### config.mk
export PLATFORM = sky130hd
export DESIGN_NAME = slew_limited_arcade_drive_mixer_core
export DESIGN_NICKNAME = d
export VERILOG_FILES = /design/src/sladm_pkg.sv /design/src/sladm_cfg.sv /design/src/sladm_mul.sv /design/src/sladm_ctrl.sv /design/src/slew_limited_arcade_drive_mixer_core.sv
export SDC_FILE = /design/constraint.sdc
export NUM_CORES = 2
export LEC_CHECK = 0
export BUFFER_PORTS_ARGS = -buffer_cell sky130_fd_sc_hd__buf_2
export CORE_UTILIZATION = 60
export CTS_BUF_LIST = sky130_fd_sc_hd__clkbuf_2 sky130_fd_sc_hd__clkbuf_4 sky130_fd_sc_hd__clkbuf_8
export CTS_CLUSTER_SIZE = 24
export DETAILED_ROUTE_END_ITERATION = 12
export PLACE_DENSITY_LB_ADDON = 0.05
export SYNTH_ARGS = -nofsm -noshare
export SYNTH_HDL_FRONTEND = slang
export SYNTH_HIERARCHICAL = 1
export SYNTH_SLANG_ARGS = --single-unit
### constraint.sdc
create_clock -name clk_i -period 8.7 [get_ports clk_i]
set_input_delay 0.87 -clock clk_i [delete_from_list [all_inputs] [get_ports clk_i]]
set_output_delay 0.87 -clock clk_i [all_outputs]
set_load 0.03 [all_outputs]
### src/sladm_pkg.sv
// ----------------------------------------------------------------------------
// sladm_pkg: shared types and constants of the slew-limited arcade drive mixer
// Widths, reset values, register map, sequencer states and control bundles.
// ----------------------------------------------------------------------------
package sladm_pkg;

  localparam int unsigned StickW = 8;
  localparam int unsigned LevelW = 15;
  localparam int unsigned MulAW  = 25;
  localparam int unsigned MulBW  = 18;
  localparam int unsigned MulPW  = MulAW + MulBW;
  localparam int unsigned AddrW  = 5;
  localparam int unsigned DataW  = 32;

  localparam logic [LevelW-1:0] LevelMax = 15'h7fff;

  // floor(2^24 / 127); q = (x * GoalRecip) >> 24 is exact or one low.
  localparam logic [MulBW-1:0] GoalRecip  = 18'd132104;
  localparam int unsigned      RecipShift = 24;

  localparam logic        MergeRst = 1'b1;
  localparam logic        StdRst   = 1'b1;
  localparam logic [14:0] RiseRst  = 15'd12800;
  localparam logic [15:0] FallRst  = 16'hce00;
  localparam logic [7:0]  GainRst  = 8'd179;
  localparam logic [15:0] TrimRst  = 16'd32605;

  typedef enum logic [2:0] {
    REG_MERGE   = 3'd0,
    REG_STD_MIX = 3'd1,
    REG_RISE    = 3'd2,
    REG_FALL    = 3'd3,
    REG_GAIN    = 3'd4,
    REG_TRIM    = 3'd5
  } sladm_reg_e;

  typedef enum logic [1:0] {
    MUL_SQUARE,
    MUL_RECIP,
    MUL_GAIN,
    MUL_TRIM
  } sladm_mul_sel_e;

  typedef enum logic [3:0] {
    ST_IDLE,
    ST_F_SQ,
    ST_F_DIV,
    ST_F_GOAL,
    ST_F_SLEW,
    ST_T_SQ,
    ST_T_DIV,
    ST_T_GOAL,
    ST_T_SLEW,
    ST_GAIN,
    ST_MIX,
    ST_TRIM,
    ST_DONE
  } sladm_state_e;

  typedef struct packed {
    logic           idle;
    logic           mul_en;
    sladm_mul_sel_e mul_sel;
    logic           chan;     // 0: forward channel, 1: turn channel
    logic           ld_mm;
    logic           ld_goal;
    logic           ld_level;
    logic           ld_mix;
    logic           ld_out;
  } sladm_ctl_t;

  typedef struct packed {
    logic        merge_turn_stick;
    logic        standard_mix;
    logic [14:0] rise_step;
    logic [15:0] fall_step;
    logic [7:0]  turn_gain;
    logic [15:0] right_trim;
  } sladm_cfg_t;

  // Clamp a magnitude to 127 and apply the sign.
  function automatic logic [StickW-1:0] sat_drive(input logic neg, input logic [11:0] mag);
    logic [6:0] m7;
    m7 = (mag > 12'd127) ? 7'd127 : mag[6:0];
    return neg ? 8'(-{1'b0, m7}) : {1'b0, m7};
  endfunction

endpackage

### src/sladm_cfg.sv
// ----------------------------------------------------------------------------
// sladm_cfg: configuration register file
// APB-style write and read access to the six mixer registers.
// ----------------------------------------------------------------------------
module sladm_cfg (
  input  logic                        clk_i,
  input  logic                        rst_ni,
  input  logic                        psel,
  input  logic                        penable,
  input  logic                        pwrite,
  input  logic [sladm_pkg::AddrW-1:0] paddr,
  input  logic [sladm_pkg::DataW-1:0] pwdata,
  output logic [sladm_pkg::DataW-1:0] prdata,
  output logic                        pready,
  output sladm_pkg::sladm_cfg_t       cfg_o
);
  import sladm_pkg::*;

  sladm_cfg_t cfg_q, cfg_d;
  logic       wr;

  assign pready = 1'b1;
  assign wr     = psel & penable & pwrite;

  always_comb begin
    cfg_d = cfg_q;
    if (wr) begin
      unique case (paddr[4:2])
        REG_MERGE:   cfg_d.merge_turn_stick = pwdata[0];
        REG_STD_MIX: cfg_d.standard_mix     = pwdata[0];
        REG_RISE:    cfg_d.rise_step        = pwdata[14:0];
        REG_FALL:    cfg_d.fall_step        = pwdata[15:0];
        REG_GAIN:    cfg_d.turn_gain        = pwdata[7:0];
        REG_TRIM:    cfg_d.right_trim       = pwdata[15:0];
        default:     cfg_d = cfg_q;
      endcase
    end
  end

  always_ff @(posedge clk_i or negedge rst_ni) begin
    if (!rst_ni) begin
      cfg_q.merge_turn_stick <= MergeRst;
      cfg_q.standard_mix     <= StdRst;
      cfg_q.rise_step        <= RiseRst;
      cfg_q.fall_step        <= FallRst;
      cfg_q.turn_gain        <= GainRst;
      cfg_q.right_trim       <= TrimRst;
    end else begin
      cfg_q <= cfg_d;
    end
  end

  always_comb begin
    unique case (paddr[4:2])
      REG_MERGE:   prdata = {31'b0, cfg_q.merge_turn_stick};
      REG_STD_MIX: prdata = {31'b0, cfg_q.standard_mix};
      REG_RISE:    prdata = {17'b0, cfg_q.rise_step};
      REG_FALL:    prdata = {{16{cfg_q.fall_step[15]}}, cfg_q.fall_step};
      REG_GAIN:    prdata = {24'b0, cfg_q.turn_gain};
      REG_TRIM:    prdata = {16'b0, cfg_q.right_trim};
      default:     prdata = '0;
    endcase
  end

  assign cfg_o = cfg_q;

endmodule

### src/sladm_mul.sv
// ----------------------------------------------------------------------------
// sladm_mul: shared unsigned multiplier
// One 25 x 18 bit multiply per enabled cycle into a product register.
// ----------------------------------------------------------------------------
module sladm_mul (
  input  logic                        clk_i,
  input  logic                        en_i,
  input  logic [sladm_pkg::MulAW-1:0] a_i,
  input  logic [sladm_pkg::MulBW-1:0] b_i,
  output logic [sladm_pkg::MulPW-1:0] p_o
);
  import sladm_pkg::*;

  logic [MulPW-1:0] p_q, p_d;

  // The product holds while the unit is not enabled.
  assign p_d = en_i ? ({{MulBW{1'b0}}, a_i} * {{MulAW{1'b0}}, b_i}) : p_q;

  always_ff @(posedge clk_i) begin
    p_q <= p_d;
  end

  assign p_o = p_q;

endmodule

### src/sladm_ctrl.sv
// ----------------------------------------------------------------------------
// sladm_ctrl: sequencer of the mixer
// Steps one request through squaring, goal, slew, gain, mix and trim.
// ----------------------------------------------------------------------------
module sladm_ctrl (
  input  logic                  clk_i,
  input  logic                  rst_ni,
  input  logic                  in_valid_i,
  input  logic                  out_free_i,
  output sladm_pkg::sladm_ctl_t ctl_o
);
  import sladm_pkg::*;

  sladm_state_e state_q, state_d;

  always_comb begin
    state_d = state_q;
    unique case (state_q)
      ST_IDLE:   if (in_valid_i) state_d = ST_F_SQ;
      ST_F_SQ:   state_d = ST_F_DIV;
      ST_F_DIV:  state_d = ST_F_GOAL;
      ST_F_GOAL: state_d = ST_F_SLEW;
      ST_F_SLEW: state_d = ST_T_SQ;
      ST_T_SQ:   state_d = ST_T_DIV;
      ST_T_DIV:  state_d = ST_T_GOAL;
      ST_T_GOAL: state_d = ST_T_SLEW;
      ST_T_SLEW: state_d = ST_GAIN;
      ST_GAIN:   state_d = ST_MIX;
      ST_MIX:    state_d = ST_TRIM;
      ST_TRIM:   state_d = ST_DONE;
      ST_DONE:   if (out_free_i) state_d = ST_IDLE;
      default:   state_d = ST_IDLE;
    endcase
  end

  always_comb begin
    ctl_o = '0;
    unique case (state_q)
      ST_IDLE: ctl_o.idle = 1'b1;
      ST_F_SQ, ST_T_SQ: begin
        ctl_o.mul_en  = 1'b1;
        ctl_o.mul_sel = MUL_SQUARE;
      end
      ST_F_DIV, ST_T_DIV: begin
        ctl_o.mul_en  = 1'b1;
        ctl_o.mul_sel = MUL_RECIP;
        ctl_o.ld_mm   = 1'b1;
      end
      ST_F_GOAL, ST_T_GOAL: ctl_o.ld_goal = 1'b1;
      ST_F_SLEW, ST_T_SLEW: ctl_o.ld_level = 1'b1;
      ST_GAIN: begin
        ctl_o.mul_en  = 1'b1;
        ctl_o.mul_sel = MUL_GAIN;
      end
      ST_MIX: ctl_o.ld_mix = 1'b1;
      ST_TRIM: begin
        ctl_o.mul_en  = 1'b1;
        ctl_o.mul_sel = MUL_TRIM;
      end
      ST_DONE: ctl_o.ld_out = out_free_i;
      default: ctl_o = '0;
    endcase
    ctl_o.chan = (state_q == ST_T_SQ) || (state_q == ST_T_DIV) ||
                 (state_q == ST_T_GOAL) || (state_q == ST_T_SLEW);
  end

  always_ff @(posedge clk_i or negedge rst_ni) begin
    if (!rst_ni) begin
      state_q <= ST_IDLE;
    end else begin
      state_q <= state_d;
    end
  end

endmodule

### src/slew_limited_arcade_drive_mixer_core.sv
// ----------------------------------------------------------------------------
// slew_limited_arcade_drive_mixer_core: arcade drive mixer with slew limit
// Squared stick response, per-request slew limiting of the forward and turn
// levels, forward/turn mixing with a turn gain, and a trim on the right side.
// ----------------------------------------------------------------------------
//
//   Channel   Direction  Handshake                  Payload
//   -------   ---------  -------------------------  -----------------------------
//   in        in         in_valid_i / in_stall_o    fwd_stick, alt_turn_stick,
//                                                   turn_stick (8 bit signed)
//   out       out        out_valid_o / out_stall_i  left_drive, right_drive
//                                                   (8 bit signed)
//   config    in         APB psel/penable/pwrite    six registers at 4*index
//
// A request runs through 12 sequencer steps after the idle state that takes it;
// no new one is taken before idle returns. The single shared multiplier is used
// six times per request (two squares, two reciprocal multiplies, gain, trim), and
// each goal and slew update has a sequencer step of its own behind it.
// Reset clears the sequencer, the output valid flag and both stored levels and
// loads the register defaults; no clearing pass is needed.
// A new request is taken while a finished result still waits on out_stall_i;
// the sequencer only holds in its last step when the output register is full.
//
module slew_limited_arcade_drive_mixer_core (
  input  logic                        clk_i,
  input  logic                        rst_ni,
  // request channel
  input  logic                        in_valid_i,
  output logic                        in_stall_o,
  input  logic signed [7:0]           fwd_stick_i,
  input  logic signed [7:0]           alt_turn_stick_i,
  input  logic signed [7:0]           turn_stick_i,
  // result channel
  output logic                        out_valid_o,
  input  logic                        out_stall_i,
  output logic signed [7:0]           left_drive_o,
  output logic signed [7:0]           right_drive_o,
  // configuration port
  input  logic                        psel,
  input  logic                        penable,
  input  logic                        pwrite,
  input  logic [sladm_pkg::AddrW-1:0] paddr,
  input  logic [sladm_pkg::DataW-1:0] pwdata,
  output logic [sladm_pkg::DataW-1:0] prdata,
  output logic                        pready
);
  import sladm_pkg::*;

  sladm_cfg_t cfg;
  sladm_ctl_t ctl;

  logic             in_accept;
  logic             out_free;
  logic [MulAW-1:0] mul_a;
  logic [MulBW-1:0] mul_b;
  logic [MulPW-1:0] mul_p;

  // Registers of the request in flight.
  logic [7:0]        fmag_q, tmag_q;
  logic              fneg_q, fnz_q, tneg_q, tnz_q;
  logic [14:0]       mm_q;
  logic [LevelW-1:0] goal_q, goal_d;
  logic [LevelW-1:0] fwd_level_q, fwd_level_d, turn_level_q, turn_level_d;
  logic [7:0]        left_res_q;
  logic [23:0]       rmag_q;
  logic              rneg_q;
  logic              out_valid_q, out_valid_d;
  logic [7:0]        left_drive_q, right_drive_q;

  sladm_cfg u_cfg (
    .clk_i  (clk_i),
    .rst_ni (rst_ni),
    .psel   (psel),
    .penable(penable),
    .pwrite (pwrite),
    .paddr  (paddr),
    .pwdata (pwdata),
    .prdata (prdata),
    .pready (pready),
    .cfg_o  (cfg)
  );

  sladm_ctrl u_ctrl (
    .clk_i     (clk_i),
    .rst_ni    (rst_ni),
    .in_valid_i(in_valid_i),
    .out_free_i(out_free),
    .ctl_o     (ctl)
  );

  sladm_mul u_mul (
    .clk_i(clk_i),
    .en_i (ctl.mul_en),
    .a_i  (mul_a),
    .b_i  (mul_b),
    .p_o  (mul_p)
  );

  assign in_stall_o = ~ctl.idle;
  assign in_accept  = in_valid_i & ctl.idle;
  assign out_free   = ~out_valid_q | ~out_stall_i;

  // ---------------------------------------------------------------------------
  // Intake: stick magnitudes and signs. A strictly larger left X stick takes
  // the place of the turn stick when merging is on; a tie keeps the turn stick.
  // ---------------------------------------------------------------------------
  logic [7:0]        fwd_abs, alt_abs, turn_abs, tsel_abs;
  logic signed [7:0] tsel;

  always_comb begin
    fwd_abs  = fwd_stick_i[7]      ? 8'(-fwd_stick_i)      : fwd_stick_i;
    alt_abs  = alt_turn_stick_i[7] ? 8'(-alt_turn_stick_i) : alt_turn_stick_i;
    turn_abs = turn_stick_i[7]     ? 8'(-turn_stick_i)     : turn_stick_i;
    if (cfg.merge_turn_stick && (turn_abs < alt_abs)) begin
      tsel     = alt_turn_stick_i;
      tsel_abs = alt_abs;
    end else begin
      tsel     = turn_stick_i;
      tsel_abs = turn_abs;
    end
  end

  always_ff @(posedge clk_i) begin
    if (in_accept) begin
      fmag_q <= fwd_abs;
      fneg_q <= fwd_stick_i[7];
      fnz_q  <= (fwd_stick_i != 8'sd0);
      tmag_q <= tsel_abs;
      tneg_q <= tsel[7];
      tnz_q  <= (tsel != 8'sd0);
    end
  end

  // ---------------------------------------------------------------------------
  // Multiplier operands. The square comes back as m*m; the goal divide by 127
  // is a multiply by the reciprocal on m*m*256.
  // ---------------------------------------------------------------------------
  logic [7:0]        mag_sel;
  logic [LevelW-1:0] lvl_cur;

  assign mag_sel = ctl.chan ? tmag_q : fmag_q;
  assign lvl_cur = ctl.chan ? turn_level_q : fwd_level_q;

  always_comb begin
    unique case (ctl.mul_sel)
      MUL_SQUARE: begin
        mul_a = MulAW'(mag_sel);
        mul_b = MulBW'(mag_sel);
      end
      MUL_RECIP: begin
        mul_a = MulAW'({mul_p[14:0], 8'b0});
        mul_b = GoalRecip;
      end
      MUL_GAIN: begin
        mul_a = MulAW'(turn_level_q);
        mul_b = MulBW'(cfg.turn_gain);
      end
      MUL_TRIM: begin
        mul_a = {1'b0, rmag_q};
        mul_b = MulBW'(cfg.right_trim);
      end
      default: begin
        mul_a = '0;
        mul_b = '0;
      end
    endcase
  end

  always_ff @(posedge clk_i) begin
    if (ctl.ld_mm) begin
      mm_q <= mul_p[14:0];
    end
  end

  // ---------------------------------------------------------------------------
  // Goal: the reciprocal quotient is at most one low, so one remainder check
  // against 127 fixes it. The result saturates at the top level value.
  // ---------------------------------------------------------------------------
  logic [15:0] q0;
  logic [23:0] x_w, q127, rem;
  logic [16:0] q_full;

  always_comb begin
    q0     = mul_p[RecipShift +: 16];
    x_w    = {1'b0, mm_q, 8'b0};
    q127   = {1'b0, q0, 7'b0} - {8'b0, q0};
    rem    = x_w - q127;
    q_full = {1'b0, q0} + {16'b0, (rem >= 24'd127)};
    goal_d = (q_full > {2'b00, LevelMax}) ? LevelMax : q_full[14:0];
  end

  always_ff @(posedge clk_i) begin
    if (ctl.ld_goal) begin
      goal_q <= goal_d;
    end
  end

  // ---------------------------------------------------------------------------
  // Slew: move the level by the error when it is inside the step window,
  // otherwise by the rise or fall step, then clamp to the level range.
  // ---------------------------------------------------------------------------
  logic signed [16:0] err, rise_s, fall_s, step;
  logic signed [17:0] lvl_sum;
  logic [LevelW-1:0]  lvl_new;

  always_comb begin
    err    = $signed({2'b00, goal_q}) - $signed({2'b00, lvl_cur});
    rise_s = $signed({2'b00, cfg.rise_step});
    fall_s = $signed({cfg.fall_step[15], cfg.fall_step});
    if (((err > 0) && (err < rise_s)) || ((err <= 0) && (err > fall_s))) begin
      step = err;
    end else if (err > 0) begin
      step = rise_s;
    end else if (err < 0) begin
      step = fall_s;
    end else begin
      step = '0;
    end
    lvl_sum = $signed({3'b000, lvl_cur}) + $signed({step[16], step});
    if (lvl_sum < 0) begin
      lvl_new = '0;
    end else if (lvl_sum > $signed({3'b000, LevelMax})) begin
      lvl_new = LevelMax;
    end else begin
      lvl_new = lvl_sum[14:0];
    end
  end

  always_comb begin
    fwd_level_d  = fwd_level_q;
    turn_level_d = turn_level_q;
    if (ctl.ld_level) begin
      if (ctl.chan) begin
        turn_level_d = lvl_new;
      end else begin
        fwd_level_d = lvl_new;
      end
    end
  end

  always_ff @(posedge clk_i or negedge rst_ni) begin
    if (!rst_ni) begin
      fwd_level_q  <= '0;
      turn_level_q <= '0;
    end else begin
      fwd_level_q  <= fwd_level_d;
      turn_level_q <= turn_level_d;
    end
  end

  // ---------------------------------------------------------------------------
  // Mix: both terms are Q8.16. The left side is done here (divide by 2^16
  // toward zero); the right side magnitude goes on to the trim multiply.
  // ---------------------------------------------------------------------------
  logic [22:0]        f_mag, t_mag;
  logic signed [24:0] f_s, t_s, mix_sum, mix_dif, left_s, right_s;
  logic [24:0]        left_abs, right_abs;

  always_comb begin
    f_mag = {fwd_level_q, 8'b0};
    t_mag = mul_p[22:0];
    if (!fnz_q) begin
      f_s = '0;
    end else if (fneg_q) begin
      f_s = -$signed({2'b00, f_mag});
    end else begin
      f_s = $signed({2'b00, f_mag});
    end
    if (!tnz_q) begin
      t_s = '0;
    end else if (tneg_q) begin
      t_s = -$signed({2'b00, t_mag});
    end else begin
      t_s = $signed({2'b00, t_mag});
    end
    mix_sum   = f_s + t_s;
    mix_dif   = f_s - t_s;
    left_s    = cfg.standard_mix ? mix_sum : mix_dif;
    right_s   = cfg.standard_mix ? mix_dif : mix_sum;
    left_abs  = left_s[24]  ? 25'(-left_s)  : 25'(left_s);
    right_abs = right_s[24] ? 25'(-right_s) : 25'(right_s);
  end

  always_ff @(posedge clk_i) begin
    if (ctl.ld_mix) begin
      left_res_q <= sat_drive(left_s[24], {4'b0, left_abs[23:16]});
      rmag_q     <= right_abs[23:0];
      rneg_q     <= right_s[24];
    end
  end

  // ---------------------------------------------------------------------------
  // Output register: the trimmed right magnitude is taken down by 2^31.
  // ---------------------------------------------------------------------------
  always_ff @(posedge clk_i) begin
    if (ctl.ld_out) begin
      left_drive_q  <= left_res_q;
      right_drive_q <= sat_drive(rneg_q, mul_p[42:31]);
    end
  end

  always_comb begin
    out_valid_d = out_valid_q;
    if (ctl.ld_out) begin
      out_valid_d = 1'b1;
    end else if (!out_stall_i) begin
      out_valid_d = 1'b0;
    end
  end

  always_ff @(posedge clk_i or negedge rst_ni) begin
    if (!rst_ni) begin
      out_valid_q <= 1'b0;
    end else begin
      out_valid_q <= out_valid_d;
    end
  end

  assign out_valid_o   = out_valid_q;
  assign left_drive_o  = left_drive_q;
  assign right_drive_o = right_drive_q;

  // ---------------------------------------------------------------------------
  // Assertions
  // ---------------------------------------------------------------------------
  a_busy_after_accept: assert property (
    @(posedge clk_i) disable iff (!rst_ni)
    (in_valid_i && !in_stall_o) |=> in_stall_o
  ) else $error("request taken but sequencer not busy");

  a_no_overwrite: assert property (
    @(posedge clk_i) disable iff (!rst_ni)
    ctl.ld_out |-> (!out_valid_q || !out_stall_i)
  ) else $error("result loaded over a stalled result");

  a_valid_from_seq: assert property (
    @(posedge clk_i) disable iff (!rst_ni)
    $rose(out_valid_q) |-> $past(ctl.ld_out)
  ) else $error("result valid without a sequencer load");

endmodule

==> summary.md <==
| Metric | Value |
|---|---|
| Initial Utilization | a little over 60% |
| Drt total wl | 96.8 mm |
| Share of post-route cells with drive strength above 1 | a little over a tenth |
| Hpwl dp | 78.6 mm |
| Minimum clock period | approximately 8.4 ns |
| GRT Residual Overflow | 0 |
| Slew of the pin with the lowest slew margin | between 1 and 1.5 ns |
| Arr. time, crit path | a little under 9 ns |
| Final core utilization | between 60% and 70% |
| Pin count of the biggest net entering global routing | 64 |
| Post-DP Area | ~36000 sq um |
| Worst Setup Start Kind | flop |
| Fmax achieved | roughly 0.12 GHz |
| First-pass GRT wire length | 154 mm |
| CTS sink cnt | about 230 |
| Deepest clock path buffer count | 3 |
| Clock skew | approximately 0.055 ns |
| Setup ws final | around 0.26 ns |
| Remaining antenna violation count | 0 |
| Crit path capture type | flop |
| Aggregate global-route resource usage | between 30% and 40% |
| CTS clock-pin slew for the worst setup and hold paths | 0.07 ns |
| Instance count of the mapped netlist | slightly below 4000 |
| Critical path class | flop to flop |
| Min-Delay Path Class | primary input to asynchronous set/reset pin |
| CTS tree | built |
| Final instance area | 36800 sq um |
| Port Buffers | roughly 100 |
| Row count | between 80 and 90 |
| Final hold slack | between 0.15 and 0.2 ns |
| Final Hold Viols | 0 |
| Final nets | roughly 4700 |
| Die ar. | 58400 sq um |
| 1st-iter DRT viols | 2017 |
| Crit-path max cell delay | approximately 0.58 ns |
| Final setup viols | 0 |
| Slowest-stage cell, CP | fa_1 |
| Mapped Area | around 34000 sq um |
| Avg Vias per Cell | 5.94 |
| Vias in the first global route | between 20000 and 30000 |
| Area Growth Syn to Fin | 6.78% |
| Syn Area/Cell | approximately 8.8 sq um |
| Required time of the worst setup path | approximately 9 ns |
| Most used cell, CP | fa_1 |
| Root Buffer Master | clkbuf_8 |
| Final GP Congestion | 1.02 |
| WL/cell | just over 20 microns |
| # IOs | around 120 |
| Router iterations before antenna repair | 6 |
| Crit path max-delay family | adder cells |
| Num CTS Buffers | 40 |
| CTS HTree Levels | 2 |
| Antenna violations before repair | 3 |
| Warnings, synthesis | 6 |
| Period utilization | 97.0% |
| Worst slack, placed | around 0.12 ns |
| Chip Height | 242 microns |
| Die X | approximately 240 microns |
| Core Region | 56600 sq um |
| Routed via count | 28258 |
| Status | finished, final reports clean |
| Clock Latency Late Sink | slightly above 0.6 ns |
| Maximum fanout along the worst path | 25 |
| Pins Over Slew Limit | 0 |
| Max cap viols | 0 |
| WP buf/inv | 6 |
| DRC errors left | 0 |
| Slew margin rel. | 25.3% |
| CTS hold repair buffers | 0 |
-- registers in the layout, summed over array words and instances, names as in the netlist, 4 cells and up --
| signal | flops |
|---|---|
| u_ctrl/state_q | 4 |
| u_cfg/cfg_o | 57 |
| mm_q | 15 |
| left_drive_o | 8 |
| rmag_q | 24 |
| goal_q | 15 |
| left_res_q | 8 |
| tmag_q | 8 |
| fwd_level_q | 15 |
| turn_level_q | 15 |
| fmag_q | 8 |
| right_drive_o | 8 |
| u_mul/p_o | 42 |
-- metrics by stage --
stage / std cells / setup TNS, ns
6_report: 4754 / 0
5_1_grt: 4754 / -0.00338
4_1_cts: 4751 / 0
3_5_place_dp: 4680 / 0
3_3_place_gp: 4680 / 0
2_1_floorplan: 3935 / 0
-- layer usage --
layer / vias up / part of all wire, % / global-route usage, %
met4: 2 / 4.1 / 13.2
met3: 217 / 6.1 / 3.61
met1: 14093 / 42 / 44.2
li1: 12988 / - / -
met2: 958 / 48 / 55.3
met5: - / 0.013 / 0
-- timing repair --
action	CTS	global route
setup buffers	0	1
gates resized for setup	0	45
endpoints found under the setup margin	0	41
-- area by class of cell --
class | instances | area, sq um
antenna | 1 | 2.50
clock buffer | 45 | 601
clock inverter | 26 | 259
fill | 4845 | 19800
inverter | 622 | 2330
multi-input combinational | 2885 | 24900
sequential | 233 | 6570
tap | 756 | 946
timing repair buffer | 186 | 1170
-- worst reg2reg max path, delay by kind of cell, from the launching register on --
kind	cells	cell delay [ns]
fa+ha+maj	7	3.54
compound gates	8	2.26
simple gates	3	0.74
buf+inv	6	0.67
flops	1	0.40
mux	1	0.40
xor+xnor	1	0.15
-- placed cells by master (no fill, tap or decap), drive strengths merged, types with 22 or more instances in the layout --
cell type	n
a21o	56
a21oi	173
a31oi	28
and2	199
and3	28
buf	186
clkbuf	45
clkinv	22
dfrtp	65
dfstp	27
edfxtp	141
fa	379
ha	264
inv	621
mux2	83
mux2i	69
nand2	469
nand2b	56
nand3	34
nand4	27
nor2	188
nor2b	33
nor3	57
nor4	26
o21a	30
o21ai	155
o31ai	28
or3	26
xnor2	137
xor2	64
-- final timing paths --
| path | cells past startpoint | start | end | slack [ns] |
|---|---|---|---|---|
| hold reg to reg | 0 | left_res_q[4] | left_drive_o[4] | 0.41 |
| max in group asynchronous | 2 | rst_ni | u_cfg/cfg_o[7] | 7.31 |
| setup / recovery | 26 | u_ctrl/state_q[0] | u_mul/p_o[37] | 0.26 |
| min in group clk_i | 0 | left_res_q[4] | left_drive_o[4] | 0.41 |
| hold / removal | 1 | rst_ni | fwd_level_q[0] | 0.19 |
| setup reg to reg | 26 | u_ctrl/state_q[0] | u_mul/p_o[37] | 0.26 |
Power is not shown: default switching activity piles up to over one toggle a cycle in this logic, so the estimate is an artifact.
